[config.mk]
export PLATFORM = sky130hd
export DESIGN_NAME = tcs_ram
export DESIGN_NICKNAME = d
export VERILOG_FILES = /design/src/design/tcs_ram.sv
export SDC_FILE = /design/constraint.sdc
export NUM_CORES = 2
export LEC_CHECK = 0
export ABC_CLOCK_PERIOD_IN_PS = 2690
export BUFFER_PORTS_ARGS = -buffer_cell sky130_fd_sc_hd__buf_2
export CORE_MARGIN = 3
export CORE_UTILIZATION = 35
export DETAILED_ROUTE_END_ITERATION = 8
export PLACE_DENSITY_LB_ADDON = 0.3
export SLEW_MARGIN = 30
export SYNTH_ARGS = -nofsm -noshare
export SYNTH_HDL_FRONTEND = slang
export SYNTH_SLANG_ARGS = --single-unit
[constraint.sdc]
create_clock -name clk_i -period 2.69 [get_ports clk_i]
set_input_delay 0.1345 -clock clk_i [delete_from_list [all_inputs] [get_ports clk_i]]
set_output_delay 0.1345 -clock clk_i [all_outputs]
set_load 0.05 [all_outputs]
[src/design/tcs_ram.sv]
// ----------------------------------------------------------------------------
// tcs_ram
// Generic single-port-write, single-read RAM with registered read data.
// ----------------------------------------------------------------------------
`default_nettype none
module tcs_ram #(
  parameter int unsigned Width = 8,
  parameter int unsigned Depth = 256
) (
  input  wire logic                     clk_i,
  input  wire logic                     we_i,
  input  wire logic [$clog2(Depth)-1:0] waddr_i,
  input  wire logic [Width-1:0]         wdata_i,
  input  wire logic [$clog2(Depth)-1:0] raddr_i,
  output logic      [Width-1:0]         rdata_o
);
  logic [Width-1:0] mem_q [Depth];

  always_ff @(posedge clk_i) begin
    if (we_i) begin
      mem_q[waddr_i] <= wdata_i;
    end
    rdata_o <= mem_q[raddr_i];
  end
endmodule
`default_nettype wire

==> summary.txt <==
Clocking
  • Root buf cell: clkbuf_16
  • Post-CTS setup buffers: 0
  • Clk_lat worst skew: 0.84 ns
  • CTS Buf Count: ~200
  • Reg clk slew, reported paths: 0.07 ns
  • H-tree depth: 4
  • Clock sinks: just over 2k
  • Clock Path Buffers: 3
  • CTS tree: done

Synthesis
  • Avg Cell Area, Syn: around 21 µm²
  • Sequential area share after synthesis: just under 80%
  • Dominant cell type by area after synthesis: edfxtp_1
  • Top_reg_cell synth: edfxtp_1
  • Syn_nets: roughly 3.8k
  • Post-Syn Area: between 70000 and 80000 µm²
  • Library cells used by synthesis: between 50 and 60
  • Yosys warning total: 0
  • Post-synthesis register bit count: a little over 2k
  • Mapped Cells: ~3.7k
  • Top cell type's share of synthesized area: just under 80%
  • Number of synthesized flops with an enable pin: approximately 2k
  • Ys async rst share: 0%
  • Main area contributors after synthesis: edfxtp_1 (77%), mux4_2 (13%), mux2i_1 (1.7%)

Worst setup path
  • Critical Path Fanout Max: 1
  • Arrival @ worst endpoint: around 3.3 ns
  • Required time worst endpoint: roughly 3.4 ns
  • CP dominant cell by count: nor4_1
  • Worst-path cell chain: mux4_2, a22oi_1, a21oi_1, nor4_1, buf_4, nor4_1
  • Critical path launch point type: flip-flop
  • Setup CP Type: flip-flop to flip-flop
  • CP Capture Type: flip-flop
  • Largest stage delay on the critical path: 0.75 ns
  • Slowest-stage cell, CP: nor4_1

Floorplan
  • I/O pin cnt: 34
  • CORE AREA: around 230000 µm²
  • Row cnt: 174
  • Die Wd: just under 500 µm
  • Initial Util: 35.3%
  • DIE AREA: 233000 µm²
  • Die Span Y: slightly below 500 µm

Detailed routing
  • Per-cell routed wire length: 27.9 µm
  • DRC violation total after the first TritonRoute iteration: 4575
  • Drt pass-1 iters: 5
  • Drt total wl: roughly 210 mm
  • DR DRC count: 0
  • Post-route ant nets: 0
  • Vias per cell: 5.34
  • Via count: 40.0k

Flow run
  • # Max-Cap Violations: 0

Timing
  • Least-Margin Pin Slew: 0.987 ns
  • Final WS setup: approximately 0.1 ns
  • Hold Slack: around 0.11 ns
  • Final setup vio count: 0
  • Final worst clock skew: 0.0624 ns
  • Slew Viols, Final: 0
  • Tmin final: 2.59 ns
  • Final period util: between 90% and 100%
  • Relative slew margins: between 30% and 40%
  • Fmax: between 300 and 400 MHz
  • Setup TNS: 0 ns
  • Final count of hold timing violations: 0
  • RSZ-0062 raised after global routing: no

Cells and area
  • Share of cells above drive strength 1: a little under a third
  • Commonest non-fill, non-tap cell in the layout: edfxtp_1
  • Most frequent cells in the layout: edfxtp_1 (2048), buf_4 (523), mux4_2 (454), nor2_1 (277), clkbuf_16 (202)
  • Post-synthesis to final-layout area growth: 17.7%
  • Post-layout nets: approximately 4.3k

Pwr
  • Final Power: approximately 66000 µW
  • VDD IR max: between 0.5 and 0.6 mV
  • Power density over cell area: slightly above 700 nW/µm²
  • Static leakage: 0.0297 µW

Global routing
  • First-pass GRT wire length: between 300 and 400 mm
  • Initial antenna violation count: 15
  • Number of global-route vias before repair: just over 40k
  • Largest net degree at the start of global routing: around 110
  • Remaining global-route overflow: 0
  • GRT Total Usage: between 10% and 20%

Place
  • Final Wtd Congestion: ~0.86
  • DP Wirelength: 136 mm
  • Pre-CTS setup slack: -0.774 ns
  • Buffers on Ports: 33

Outcome
  • Outcome: completed

Hold path
  • Min-Delay Path Class: input pin to flip-flop
## final cells by class
cell class | instances | area [µm²]
fillers | 19700 | 132000
flip-flops and latches | 2056 | 61700
multi-input cells | 1442 | 16500
repair buffers | 620 | 5380
clock buffers | 246 | 5220
well taps | 2992 | 3740
clock inverters | 121 | 1100
diodes | 6 | 15.0
inverters | 2 | 7.51
## metrics by stage
step           instance area, µm²  util (%)  instances
3_3_place_gp                87200      38.7       7100
5_1_grt                     93600      41.6       7484
6_report                    93600      41.6       7485
2_1_floorplan               79600         -       3733
4_1_cts                     93600      41.6       7479
3_5_place_dp                87200      38.7       7100
## timing repair
action,4_1_cts,5_1_grt
resized for setup,3,0
endpoints found under the hold margin,730,0
setup endpoints to repair,2,0
hold buffers,12,0
## worst max-delay path: cells and delay by family (launching register included)
family / cells / cell delay (ns)
AOI/OAI and AO/OA: 2 / 0.54
and+or+nand+nor: 2 / 0.80
buffers and inverters: 1 / 0.26
muxes: 1 / 0.50
DFF: 1 / 0.35
## power by group
part           internal [µW]  switching [µW]
clock                  15100           12000
sequential             35300            64.4
combinational           1380            2290
total                  51800           14400
## logic make-up (layout without fill, tap and decap cells)
family	after synthesis	after routing	share of synthesized area (%)
mux	591	591	14.6
buf+inv	235	989	1.83
flops	2056	2056	77.5
other cells	0	6	0
simple gates	466	466	2.63
compound gates	385	385	3.42
## path summary, 6_finish.rpt
path,startpoint,end,slack [ns],depth (start not counted)
hold / removal,we_i,mem_q[229][6],0.11,4
setup / recovery,mem_q[43][4],rdata_o[4],0.1,6
hold reg to reg,mem_q[0][0],rdata_o[0],1.12,6
setup reg to reg,mem_q[43][4],rdata_o[4],0.1,6
## state kept, by name (all words and copies together) (netlist names)
signal / cells
mem_q: 2048
rdata_o: 8
## Yosys cell counts (all sizes together), types with 31 or more instances
cell type  count
o221ai        47
clkbuf       111
buf          122
nor2         282
mux2i        134
nand3         34
mux4         456
nand2         33
a21oi         96
edfxtp      2048
a22oi        133
nor2b         31
## per-layer routing
metal	GRT usage, %	vias up	wire, µm
met5	0	-	0
li1	-	16900	-
met1	25.0	21300	87600
met4	5.30	0	6140
met3	3.53	306	15100
met2	28.5	1521	100000
No activity file was read; power rests on OpenSTA's default activity.
